==> src/rtl/assert_macros.svh <==
// Assertion macros used by the top-level RTL file of the day number converter.
`ifndef ASSERT_MACROS_SVH
`define ASSERT_MACROS_SVH

`ifndef SYNTHESIS
// Clocked check, switched off while reset is asserted.
`define GDN_ASSERT(lbl, clk, rst_n, prop) \
    lbl: assert property (@(posedge clk) disable iff (!(rst_n)) (prop)) \
        else $error("gdn assertion failed");
// Clocked check that also runs during reset.
`define GDN_ASSERT_ALWAYS(lbl, clk, prop) \
    lbl: assert property (@(posedge clk) (prop)) \
        else $error("gdn assertion failed");
`else
`define GDN_ASSERT(lbl, clk, rst_n, prop)
`define GDN_ASSERT_ALWAYS(lbl, clk, prop)
`endif

`endif

==> src/rtl/gdn_pkg.sv <==
// Types, constants and tables of the Gregorian day number converter.
package gdn_pkg;

    // Pipeline: stage 0 is the input register, stage LAST_ST the result register.
    localparam int LAST_ST = 6;

    typedef logic [LAST_ST-1:1] t_dp_en;

    typedef struct packed {
        logic        ok;
        logic [22:0] day_number;
    } t_d2j_res;

    typedef struct packed {
        logic        ok;
        logic [4:0]  day;
        logic [3:0]  month;
        logic [13:0] year;
    } t_j2d_res;

    localparam logic ACT_DATE_TO_JD = 1'b0;
    localparam logic ACT_JD_TO_DATE = 1'b1;

    localparam logic [13:0] YEAR_LO_EXCL = 14'd1600;
    localparam logic [13:0] YEAR_HI_EXCL = 14'd9999;
    localparam logic [3:0]  MONTH_JAN    = 4'd1;
    localparam logic [3:0]  MONTH_FEB    = 4'd2;
    localparam logic [3:0]  MONTH_DEC    = 4'd12;

    // Day numbers of 1601-01-01 and 9998-12-31, the accepted span.
    localparam logic [22:0] JD_MIN = 23'd2305814;
    localparam logic [22:0] JD_MAX = 23'd5373119;

    // Reciprocals: q = (n * M) >> K with M = ceil(2^K / d), exact for the operand widths.
    localparam int Y_K = 22;
    localparam logic [15:0] Y_MAGIC =
        16'(((64'd1 << Y_K) + 64'd100 - 64'd1) / 64'd100);

    localparam logic [24:0] W_OFS = 25'd7468865;
    localparam int W_K = 42;
    localparam logic [24:0] W_MAGIC =
        25'(((64'd1 << W_K) + 64'd146097 - 64'd1) / 64'd146097);

    localparam int C_K = 46;
    localparam logic [30:0] C_MAGIC =
        31'(((64'd1 << C_K) + 64'd36525 - 64'd1) / 64'd36525);

    // 10000 / 306001 folded into one constant: the 10000 scale is exact.
    localparam int E_K = 42;
    localparam logic [37:0] E_KMUL =
        38'((((64'd1 << E_K) + 64'd306001 - 64'd1) / 64'd306001) * 64'd10000);

    // floor(30.6001 * E)
    localparam logic [8:0] F_TAB [16] = '{
        9'd0,   9'd30,  9'd61,  9'd91,  9'd122, 9'd153, 9'd183, 9'd214,
        9'd244, 9'd275, 9'd306, 9'd336, 9'd367, 9'd397, 9'd428, 9'd459
    };

    // Days in month (non leap), zero for codes outside 1..12.
    localparam logic [4:0] MLEN_TAB [16] = '{
        5'd0,  5'd31, 5'd28, 5'd31, 5'd30, 5'd31, 5'd30, 5'd31,
        5'd31, 5'd30, 5'd31, 5'd30, 5'd31, 5'd0,  5'd0,  5'd0
    };

    // (153 * m2 + 2) / 5 by calendar month, m2 counting from March.
    localparam logic [8:0] MTERM_TAB [16] = '{
        9'd0,   9'd306, 9'd337, 9'd0,   9'd31,  9'd61,  9'd92,  9'd122,
        9'd153, 9'd184, 9'd214, 9'd245, 9'd275, 9'd0,   9'd0,   9'd0
    };

endpackage

==> src/rtl/gdn_date2jd.sv <==
// Date to day number datapath: two compute stages and a delay line.
module gdn_date2jd import gdn_pkg::*; (
    input  logic        i_clk,
    input  t_dp_en      i_en,
    input  logic [4:0]  i_day,
    input  logic [3:0]  i_month,
    input  logic [13:0] i_year,
    output t_d2j_res    o_res
);

    logic        n_march_shift;
    logic [14:0] n_y2;
    logic [30:0] n_prod_q2;
    logic [30:0] n_prod_qy;
    logic        n_base_ok;

    logic [4:0]  r1_day;
    logic [3:0]  r1_month;
    logic [13:0] r1_year;
    logic [14:0] r1_y2;
    logic [7:0]  r1_qy;
    logic [7:0]  r1_q2;
    logic        r1_base;

    logic [13:0] n_rem100;
    logic        n_leap;
    logic [4:0]  n_lim;
    logic [23:0] n_dn;
    t_d2j_res    n_res;

    t_d2j_res    r_res [2:LAST_ST-1];

    always_comb begin
        n_march_shift = (i_month <= MONTH_FEB);
        n_y2      = 15'(i_year) + 15'd4800 - 15'(n_march_shift);
        n_prod_q2 = 31'(n_y2) * 31'(Y_MAGIC);
        n_prod_qy = 31'(i_year) * 31'(Y_MAGIC);
        n_base_ok = (i_year > YEAR_LO_EXCL) && (i_year < YEAR_HI_EXCL) &&
                    (i_month >= MONTH_JAN) && (i_month <= MONTH_DEC);
    end

    always_ff @(posedge i_clk) begin
        if (i_en[1]) begin
            r1_day   <= i_day;
            r1_month <= i_month;
            r1_year  <= i_year;
            r1_y2    <= n_y2;
            r1_qy    <= n_prod_qy[Y_K+7:Y_K];
            r1_q2    <= n_prod_q2[Y_K+7:Y_K];
            r1_base  <= n_base_ok;
        end
    end

    always_comb begin
        n_rem100 = r1_year - 14'(14'(r1_qy) * 14'd100);
        n_leap   = ((r1_year[1:0] == 2'd0) && (n_rem100 != 14'd0)) ||
                   ((n_rem100 == 14'd0) && (r1_qy[1:0] == 2'd0));
        n_lim    = MLEN_TAB[r1_month] + 5'(n_leap && (r1_month == MONTH_FEB));
        n_dn     = 24'(r1_y2) * 24'd365 + 24'(r1_y2 >> 2) - 24'(r1_q2)
                 + 24'(r1_q2 >> 2) + 24'(MTERM_TAB[r1_month]) + 24'(r1_day)
                 - 24'd32045;
        n_res.ok = r1_base && (r1_day >= 5'd1) && (r1_day <= n_lim);
        n_res.day_number = n_res.ok ? n_dn[22:0] : 23'd0;
    end

    always_ff @(posedge i_clk) begin
        if (i_en[2]) begin
            r_res[2] <= n_res;
        end
        for (int k = 3; k < LAST_ST; k++) begin
            if (i_en[k]) begin
                r_res[k] <= r_res[k-1];
            end
        end
    end

    assign o_res = r_res[LAST_ST-1];

endmodule

==> src/rtl/gdn_jd2date.sv <==
// Day number to date datapath, Meeus method with reciprocal multiplies.
module gdn_jd2date import gdn_pkg::*; (
    input  logic        i_clk,
    input  t_dp_en      i_en,
    input  logic [22:0] i_day_number,
    output t_j2d_res    o_res
);

    logic [24:0] n_w_num;
    logic [48:0] n_prod_w;
    logic [22:0] n_b;
    logic [29:0] n_c_num;
    logic [60:0] n_prod_c;
    logic [24:0] n_prod_d;
    logic [22:0] n_b_minus_d;
    logic [47:0] n_prod_e;
    logic [9:0]  n_day_full;
    logic [3:0]  n_mon;
    logic [13:0] n_yr;

    logic [22:0] r1_z;
    logic [6:0]  r1_w;
    logic        r1_ok;
    logic [22:0] r2_b;
    logic [29:0] r2_c_num;
    logic        r2_ok;
    logic [22:0] r3_b;
    logic [13:0] r3_c;
    logic        r3_ok;
    logic [9:0]  r4_dd;
    logic [13:0] r4_c;
    logic        r4_ok;
    logic [3:0]  r5_e;
    logic [9:0]  r5_dd;
    logic [13:0] r5_c;
    logic        r5_ok;

    // W = floor((4Z - 7468865) / 146097); exact inside the accepted span.
    always_comb begin
        n_w_num  = {i_day_number, 2'b00} - W_OFS;
        n_prod_w = 49'(n_w_num[23:0]) * 49'(W_MAGIC);
    end

    always_ff @(posedge i_clk) begin
        if (i_en[1]) begin
            r1_z  <= i_day_number;
            r1_w  <= n_prod_w[W_K+6:W_K];
            r1_ok <= (i_day_number >= JD_MIN) && (i_day_number <= JD_MAX);
        end
    end

    // B = Z + 1 + W - W/4 + 1524, then 100B - 12210
    always_comb begin
        n_b     = r1_z + 23'd1525 + 23'(r1_w) - 23'(r1_w >> 2);
        n_c_num = 30'(n_b) * 30'd100 - 30'd12210;
    end

    always_ff @(posedge i_clk) begin
        if (i_en[2]) begin
            r2_b     <= n_b;
            r2_c_num <= n_c_num;
            r2_ok    <= r1_ok;
        end
    end

    assign n_prod_c = 61'(r2_c_num) * 61'(C_MAGIC);

    always_ff @(posedge i_clk) begin
        if (i_en[3]) begin
            r3_b  <= r2_b;
            r3_c  <= n_prod_c[C_K+13:C_K];
            r3_ok <= r2_ok;
        end
    end

    // D = floor(1461C / 4)
    always_comb begin
        n_prod_d    = 25'(r3_c) * 25'd1461;
        n_b_minus_d = r3_b - n_prod_d[24:2];
    end

    always_ff @(posedge i_clk) begin
        if (i_en[4]) begin
            r4_dd <= n_b_minus_d[9:0];
            r4_c  <= r3_c;
            r4_ok <= r3_ok;
        end
    end

    assign n_prod_e = 48'(r4_dd) * 48'(E_KMUL);

    always_ff @(posedge i_clk) begin
        if (i_en[5]) begin
            r5_e  <= n_prod_e[E_K+3:E_K];
            r5_dd <= r4_dd;
            r5_c  <= r4_c;
            r5_ok <= r4_ok;
        end
    end

    always_comb begin
        n_day_full = r5_dd - 10'(F_TAB[r5_e]);
        n_mon      = (r5_e < 4'd14) ? (r5_e - 4'd1) : (r5_e - 4'd13);
        n_yr       = ((n_mon == MONTH_JAN) || (n_mon == MONTH_FEB)) ?
                     (r5_c - 14'd4715) : (r5_c - 14'd4716);
        o_res.ok    = r5_ok;
        o_res.day   = r5_ok ? n_day_full[4:0] : 5'd0;
        o_res.month = r5_ok ? n_mon : 4'd0;
        o_res.year  = r5_ok ? n_yr : 14'd0;
    end

endmodule

==> src/rtl/gregorian_day_number_converter.sv <==
// Top level: Gregorian date <-> Julian day number converter pipeline.
//
//  channel | direction | handshake                  | payload
//  --------+-----------+----------------------------+------------------------------------
//  input   | in        | i_in_valid / o_in_ready    | action, day, month, year, day_number
//  output  | out       | o_out_valid / i_out_ready  | valid_res, day_number_out, day_out,
//          |           |                            | month_out, year_out
//
// One word per cycle sustained while the output takes words. An accepted word passes
// the input register, five datapath stages and the result register. The depth is set
// by the day-number-to-date path, whose reciprocal multiplies and the multiply by 1461
// each end in a register.
// Reset (i_rst_n low, synchronous) empties the pipeline; payload registers keep junk.
// A stalled output only blocks stages that are full; bubbles in front still close up.
module gregorian_day_number_converter import gdn_pkg::*; (
    input  logic        i_clk,
    input  logic        i_rst_n,
    input  logic        i_in_valid,
    output logic        o_in_ready,
    input  logic        i_action,
    input  logic [4:0]  i_day,
    input  logic [3:0]  i_month,
    input  logic [13:0] i_year,
    input  logic [22:0] i_day_number,
    output logic        o_out_valid,
    input  logic        i_out_ready,
    output logic        o_valid_res,
    output logic [22:0] o_day_number_out,
    output logic [4:0]  o_day_out,
    output logic [3:0]  o_month_out,
    output logic [13:0] o_year_out
);

`include "assert_macros.svh"

    // Per-stage occupancy and load enables.
    logic [LAST_ST:0]   r_vld;
    logic [LAST_ST:0]   n_adv;

    // Stage 0: input word register.
    logic [LAST_ST-1:0] r_act;
    logic [4:0]         r_day;
    logic [3:0]         r_month;
    logic [13:0]        r_year;
    logic [22:0]        r_day_number;

    t_d2j_res           d2j_res;
    t_j2d_res           j2d_res;

    // A stage may load when it is empty or its content moves on this edge.
    always_comb begin
        n_adv[LAST_ST] = !r_vld[LAST_ST] || i_out_ready;
        for (int k = LAST_ST - 1; k >= 0; k--) begin
            n_adv[k] = !r_vld[k] || n_adv[k+1];
        end
    end

    assign o_in_ready  = n_adv[0];
    assign o_out_valid = r_vld[LAST_ST];

    always_ff @(posedge i_clk) begin
        if (!i_rst_n) begin
            r_vld <= '0;
        end else begin
            if (n_adv[0]) begin
                r_vld[0] <= i_in_valid;
            end
            for (int k = 1; k <= LAST_ST; k++) begin
                if (n_adv[k]) begin
                    r_vld[k] <= r_vld[k-1];
                end
            end
        end
    end

    always_ff @(posedge i_clk) begin
        if (n_adv[0]) begin
            r_act[0]     <= i_action;
            r_day        <= i_day;
            r_month      <= i_month;
            r_year       <= i_year;
            r_day_number <= i_day_number;
        end
        // action code travels beside the datapaths to pick the result
        for (int k = 1; k < LAST_ST; k++) begin
            if (n_adv[k]) begin
                r_act[k] <= r_act[k-1];
            end
        end
    end

    gdn_date2jd u_date2jd (
        .i_clk   (i_clk),
        .i_en    (n_adv[LAST_ST-1:1]),
        .i_day   (r_day),
        .i_month (r_month),
        .i_year  (r_year),
        .o_res   (d2j_res)
    );

    gdn_jd2date u_jd2date (
        .i_clk        (i_clk),
        .i_en         (n_adv[LAST_ST-1:1]),
        .i_day_number (r_day_number),
        .o_res        (j2d_res)
    );

    // Result register; fields of the other action read zero.
    always_ff @(posedge i_clk) begin
        if (n_adv[LAST_ST]) begin
            if (r_act[LAST_ST-1] == ACT_JD_TO_DATE) begin
                o_valid_res      <= j2d_res.ok;
                o_day_number_out <= 23'd0;
                o_day_out        <= j2d_res.day;
                o_month_out      <= j2d_res.month;
                o_year_out       <= j2d_res.year;
            end else begin
                o_valid_res      <= d2j_res.ok;
                o_day_number_out <= d2j_res.day_number;
                o_day_out        <= 5'd0;
                o_month_out      <= 4'd0;
                o_year_out       <= 14'd0;
            end
        end
    end

    // Input stalls only when every stage holds a word.
    `GDN_ASSERT(a_stall_full, i_clk, i_rst_n, !o_in_ready |-> (&r_vld))
    // A rejected word carries all-zero fields.
    `GDN_ASSERT(a_invalid_zero, i_clk, i_rst_n,
        (o_out_valid && !o_valid_res) |->
        ((o_day_number_out == 23'd0) && (o_day_out == 5'd0) &&
         (o_month_out == 4'd0) && (o_year_out == 14'd0)))
    // A converted date never also carries a day number, and its month is real.
    `GDN_ASSERT(a_date_fields, i_clk, i_rst_n,
        (o_out_valid && o_valid_res && (o_day_number_out == 23'd0)) |->
        ((o_month_out >= MONTH_JAN) && (o_month_out <= MONTH_DEC) && (o_day_out != 5'd0)))
    // Reset leaves the output empty.
    `GDN_ASSERT_ALWAYS(a_reset_empty, i_clk, !i_rst_n |=> !o_out_valid)

endmodule

==> config.mk <==
export PLATFORM = sky130hd
export DESIGN_NAME = gregorian_day_number_converter
export DESIGN_NICKNAME = d
export VERILOG_FILES = /design/src/rtl/gdn_pkg.sv /design/src/rtl/gdn_date2jd.sv /design/src/rtl/gdn_jd2date.sv /design/src/rtl/gregorian_day_number_converter.sv
export VERILOG_INCLUDE_DIRS = /design/src /design/src/rtl
export SDC_FILE = /design/constraint.sdc
export NUM_CORES = 2
export LEC_CHECK = 0
export ABC_AREA = 1
export BUFFER_PORTS_ARGS = -buffer_cell sky130_fd_sc_hd__buf_4
export CORE_AREA = 8 8 326 328
export DETAILED_ROUTE_END_ITERATION = 10
export DIE_AREA = 0 0 334 336
export GPL_ROUTABILITY_DRIVEN = 0
export GPL_TIMING_DRIVEN = 0
export PLACE_DENSITY = 0.79
export SLEW_MARGIN = 20
export SYNTH_ARGS = -nofsm -noshare
export SYNTH_HDL_FRONTEND = slang
export SYNTH_SLANG_ARGS = --single-unit
==> constraint.sdc <==
create_clock -name i_clk -period 15.9 [get_ports i_clk]
set_clock_uncertainty 0.15 [all_clocks]
set_input_delay 0.795 -clock i_clk [delete_from_list [all_inputs] [get_ports i_clk]]
set_output_delay 0.795 -clock i_clk [all_outputs]
set_load 0.01 [all_outputs]
Word level (Yosys, flattened, before mapping)
Memory sizes are Yosys's and may differ from the RTL's.
Cells that the tools add are included.
- add/sub/neg operators: 21
- $mul: 9
- divide/modulo/power cells: 0
- order comparisons: 12
- equality and inequality tests: 3
- shifts and indexed selects: 0
- mux-type cells: 18
- bitwise gates (word level): 2
- reduce and logical (&&, ||, !) cells: 30
- operators by type and width (kind ; number):
    $mul 30x31->60 const B ; 1
    $mul 24x24->48 const B ; 1
    $mul 10x34->42 const B ; 1
    $sub 30x14->30 const B ; 1
    $mul 23x5->28 const B ; 1
    $sub 14x13->14 const B ; 2
    $mul 14x13->27 const B ; 1
    $mul 15x13->27 const B ; 1
    $sub 24x23->24 const B ; 1
    $add 23x11->23 const B ; 1
    $add 23x13->23 ; 1
    $add 23x5->23 ; 1
    $add 23x6->23 ; 1
    $add 23x7->23 ; 1
    $add 23x9->23 ; 1
    $ge 23x22->1 const B ; 1
    $le 23x23->1 const B ; 1
    $mul 15x9->23 const B ; 1
    $mux 23 ; 1
    $sub 23x15->23 const B ; 1
    $sub 23x5->23 ; 1
    $sub 23x8->23 ; 1
    $mux 5 ; 4
    $mux 9 ; 2
    other kinds (32) ; 66
- bits in registers: 307
- latch bits: 0
- memory bits (writable): 96
- bits in read-only memories: 368
- bits of input ports: 51
- output and inout bits: 49
- word-level logic and storage cells: 144
- memories kept: 4
- memories (memory ; words ; width ; rd ports ; clocked after Yosys merged registers in ; write ports ; line ; source):
    (name not given) ; 16 ; 9 ; 1 ; 0 ; 0 ; gdn_date2jd.sv:60 ; + 24'(r1_q2 >> 2) + 24'(MTERM_TAB[r1_month]) + 24'(r1_day)
    (name not given) ; 16 ; 9 ; 1 ; 0 ; 0 ; gdn_jd2date.sv:102 ; n_day_full = r5_dd - 10'(F_TAB[r5_e]);
    u_date2jd.r_res ; 4 ; 24 ; 4 ; 0 ; 4 ; gdn_date2jd.sv:31 ; t_d2j_res r_res [2:LAST_ST-1];
    (name not given) ; 16 ; 5 ; 1 ; 0 ; 0 ; gdn_date2jd.sv:58 ; n_lim = MLEN_TAB[r1_month] + 5'(n_leap && (r1_month == MONTH_FEB));

Depth between registers and ports, before layout
- word-level depth: 10
- depth in mapped cells: 40
- mapped depth without buffers: 40

Hierarchy
A second synthesis with hierarchy kept.
- cells, all modules: 7261
- area, all modules: 66769.0 µm²
- by module, submodules not included (module ; instances ; cells each ; area each (µm²) ; seq. area each (µm²)):
    gdn_jd2date ; 1 ; 4834 ; 42957.4 ; 4324.1
    gdn_date2jd ; 1 ; 2197 ; 20169.3 ; 4534.3
    gregorian_day_number_converter ; 1 ; 230 ; 3642.2 ; 3113.0

Least setup slack after synthesis
OpenSTA, ideal clock, no wires.
- path kind: input port to flip-flop
- start point: in i_out_ready
- end point: reg r_act[1] (enable)
- library setup time: 0.441 ns
- data arrival time: 8.519 ns
- required time: 15.309 ns
- path slack: 6.790 ns
- stages on the path: 12
- buffers on the path: 0
- cells stage by stage: nor2_1 > inv_1 > nor2_1 > inv_1 > nor2_1 > inv_1 > nor2_1 > inv_1 > nor2_1 > inv_1 > nor2_1 > inv_1
- cells in the longest elaborated chain, start to end: 6
- ends and longest elaborated chain (what ; line ; source):
    start, declared ; gregorian_day_number_converter.sv:26 ; input logic i_out_ready,
    $logic_or 1x1->1 ; gregorian_day_number_converter.sv:52 ; n_adv[LAST_ST] = !r_vld[LAST_ST] || i_out_ready;
    named net n_adv[6] ; gregorian_day_number_converter.sv:38 ; logic [LAST_ST:0] n_adv;
    $logic_or 1x1->1 ; gregorian_day_number_converter.sv:54 ; n_adv[k] = !r_vld[k] || n_adv[k+1];
    named net n_adv[5] ; gregorian_day_number_converter.sv:38 ;
    $logic_or 1x1->1 ; gregorian_day_number_converter.sv:54 ;
    named net n_adv[4] ; gregorian_day_number_converter.sv:38 ;
    $logic_or 1x1->1 ; gregorian_day_number_converter.sv:54 ;
    named net n_adv[3] ; gregorian_day_number_converter.sv:38 ;
    $logic_or 1x1->1 ; gregorian_day_number_converter.sv:54 ;
    named net n_adv[2] ; gregorian_day_number_converter.sv:38 ;
    $logic_or 1x1->1 ; gregorian_day_number_converter.sv:54 ;
    named net n_adv[1] ; gregorian_day_number_converter.sv:38 ;
    end signal, assigned by index ; gregorian_day_number_converter.sv:87 ; r_act[k] <= r_act[k-1];
    end, declared ; gregorian_day_number_converter.sv:41 ; logic [LAST_ST-1:0] r_act;
The timed path passes the listed nets, and every way through them passes these cells.
A chain may end at the register's enable or synchronous reset.

Final worst setup path
- start point: reg r_day_number[0]
- end point: reg u_jd2date.r1_w[6], data pin
- cells in the longest elaborated chain, start to end: 2
- ends and longest elaborated chain (what ; line ; source):
    start, declared ; gregorian_day_number_converter.sv:45 ; logic [22:0] r_day_number;
    start signal, assigned ; gregorian_day_number_converter.sv:82 ; r_day_number <= i_day_number;
    $sub 24x23->24 ; gdn_jd2date.sv:40 ; n_w_num = {i_day_number, 2'b00} - W_OFS;
    $mul 24x24->48 ; gdn_jd2date.sv:41 ; n_prod_w = 49'(n_w_num[23:0]) * 49'(W_MAGIC);
    named net u_jd2date.n_prod_w[48] ; gdn_jd2date.sv:10 ; logic [48:0] n_prod_w;
    end signal, assigned ; gdn_jd2date.sv:47 ; r1_w <= n_prod_w[W_K+6:W_K];
    end, declared ; gdn_jd2date.sv:22 ; logic [6:0] r1_w;
The timed path passes the listed nets, and every way through them passes these cells.

==> results.json <==
{
  "status": "completed",
  "slew_headroom_pct": 30.6,
  "clockRootBuffer": "clkbuf_16",
  "synth_seq_cells": 401,
  "synth_edf_count": 394,
  "drive_above_1_share_pct": 3.46,
  "dieArea_sq_mm": 0.112,
  "async_flop_share_pct": 0,
  "synth_xor_area_share_pct": 2.58,
  "post-cts-setup-buffers": 0,
  "yosys-mux-area-fraction_pct": 0,
  "hold_viol_final": 0,
  "grt_pass1_vias": 49053,
  "finalMaxSlewViolations": 0,
  "cts-hold-fix-buffers": 0,
  "worstPathArrival_ns": 9.75,
  "multi_input_area_sq_mm": 0.0456,
  "hpwl_um": 132000,
  "area_delta_synth_final_pct": 6.28,
  "synth.avg_cell_area_sq_um": 9.50,
  "synth_top_family_by_area": "adder cells",
  "clk_latency_ns": 0.62,
  "row_count": 117,
  "cp_max_fo": 11,
  "drc": 0,
  "period_minus_slack_ns": 9.57,
  "cts_sinks": 401,
  "cts_tree": "built",
  "fin_setup_tns_ns": 0,
  "postRouteAntennaNets": 0,
  "clkTransAtPathRegs_ns": 0.08,
  "worst_pin_slew_ns": 1.03,
  "cpMaxStageDelayCell": "xor2_1",
  "synth-simple-area-share_pct": 9.25,
  "antenna_found_initial": 0,
  "fmax_ghz": 0.105,
  "synth.net_count": 9042,
  "grt_max_degree": 67,
  "cts_buffers": 45,
  "antennaDiodeCount": 0,
  "end_kind": "flop",
  "avgViaCountPerCell": 5.56,
  "firstDrtPassIters": 6,
  "vias": 46368,
  "fin_crit_sh_pct": 60.2,
  "worstSetupStartpointType": "flop",
  "grt_pass1_wl_um": 248000,
  "io_pins": 100,
  "grtUsageTotal_pct": 27.5,
  "yosys.area_share.adder_pct": 52.3,
  "mostFrequentLayoutCells": "inv_1 (1954), ha_1 (1212), fa_1 (939)",
  "yosysSeqAreaShare_pct": 18.4,
  "portBuffers": 99,
  "n_fill_cell": 7489,
  "post_drt_wl_per_cell_um": 18.2,
  "drtIter0Drc": 3220,
  "core_sq_mm": 0.101,
  "overflow": 0,
  "crit_required_ns": 16.08,
  "cap_violations": 0,
  "cts_max_path_buffers": 3,
  "start_util_pct": 64.3,
  "setup_viol": 0,
  "final_common_cell": "inv_1",
  "cts-resized-gates": 0,
  "wirelength_um": 152000,
  "yosysWarnings": 0,
  "nets": 9196,
  "yosys.cell_types.count": 60,
  "die_y_um": 336,
  "synth-compound-area-share_pct": 6.04,
  "regArea_sq_mm": 0.0120,
  "die_x_um": 334,
  "synthCells": 6840,
  "syn-cell-area_sq_mm": 0.0650,
  "critPathMostFrequentCell": "nand2_1",
  "rsz0062_at_grt": "false",
  "hp-class": "primary input to flop",
  "crit_type": "flop to flop",
  "htreeDepth": 2,
  "ys.flop_type": "edfxtp_1",
  "slowest_delay_ns": 0.75
}
[registers in the layout, indices dropped and copies added, names as in the netlist, 15 cells and up]
signal,count
o_day_number_out,23
r_day_number,23
u_date2jd.r1_y2,15
u_date2jd.r_res,96
u_jd2date.r1_z,23
u_jd2date.r2_c_num,28
[stage by stage]
stage                     instances  area, sq um  util [%]  setup slack (ns)  hold slack (ns)
after detailed placement       8255        67500      66.8              6.47            0.255
after global routing           8337        69100      68.4              5.81            0.170
after global placement         8248        67400      66.7              3.95            0.250
after floorplan                6840        65000         -              6.79            0.250
after CTS                      8336        69100      68.4              6.44            0.162
final                          8337        69100      68.4              6.33            0.200
[final timing paths]
kind	start	end	slack [ns]	cells past startpoint
setup / recovery	r_day_number[0]	u_jd2date.r1_w[6]	6.33	34
hold / removal	i_day_number[8]	r_day_number[8]	0.20	1
setup reg to reg	r_day_number[0]	u_jd2date.r1_w[6]	6.33	34
hold reg to reg	u_date2jd.r_res[1][40]	u_date2jd.r_res[2][16]	0.26	0
[kinds of logic after synthesis]
kind of cell / count (synthesis)
and+or+nand+nor: 1421
DFF: 401
xor gates and xnor gates: 188
buffers and inverters: 1978
AOI/OAI and AO/OA: 701
adders and majority gates: 2151
[synthesized netlist by cell type, drive strengths merged, types with 12 or more instances]
cell type	instances	area, sq um
a31oi	22	138
nand2	739	2810
nand4	70	444
nor4	20	125
a21o	19	143
o211ai	12	90.1
nor3	51	267
xnor2	57	514
inv	1965	7380
ha	1212	15200
fa	939	18800
a21oi	350	1760
o21a	22	165
o21ai	194	975
a211oi	12	90.1
o21bai	26	199
nor2	351	1370
nand3	172	881
edfxtp	394	11800
xor2	131	1160
[metal layers]
| layer | track usage (%) | up-vias | part of all wire, % |
|---|---|---|---|
| met3 | 4.75 | 443 | 7.2 |
| li1 | - | 21791 | - |
| met1 | 34.0 | 22360 | 40 |
| met2 | 47.4 | 1774 | 48 |
| met5 | 0 | - | 0 |
| met4 | 12.3 | 0 | 5.3 |
[critical path, delay by kind of cell (launching register included)]
family          cells  cell delay [ns]
simple gates       12             1.25
xor+xnor            2             0.83
fa+ha+maj           9             4.44
buf+inv             7             1.03
flops               1             0.63
compound gates      4             0.94
[layout make-up]
type	count	area share, %
multi-input combinational	4461	66.0
sequential	401	17.3
inverter	1966	10.7
tap	1309	2.37
clock buffer	49	1.65
timing repair buffer	107	1.30
clock inverter	32	0.558
buffer	12	0.0851
Power is left out: the tool's default activity adds up to more than one toggle a clock period on the data nets, which glitch-free logic cannot reach.
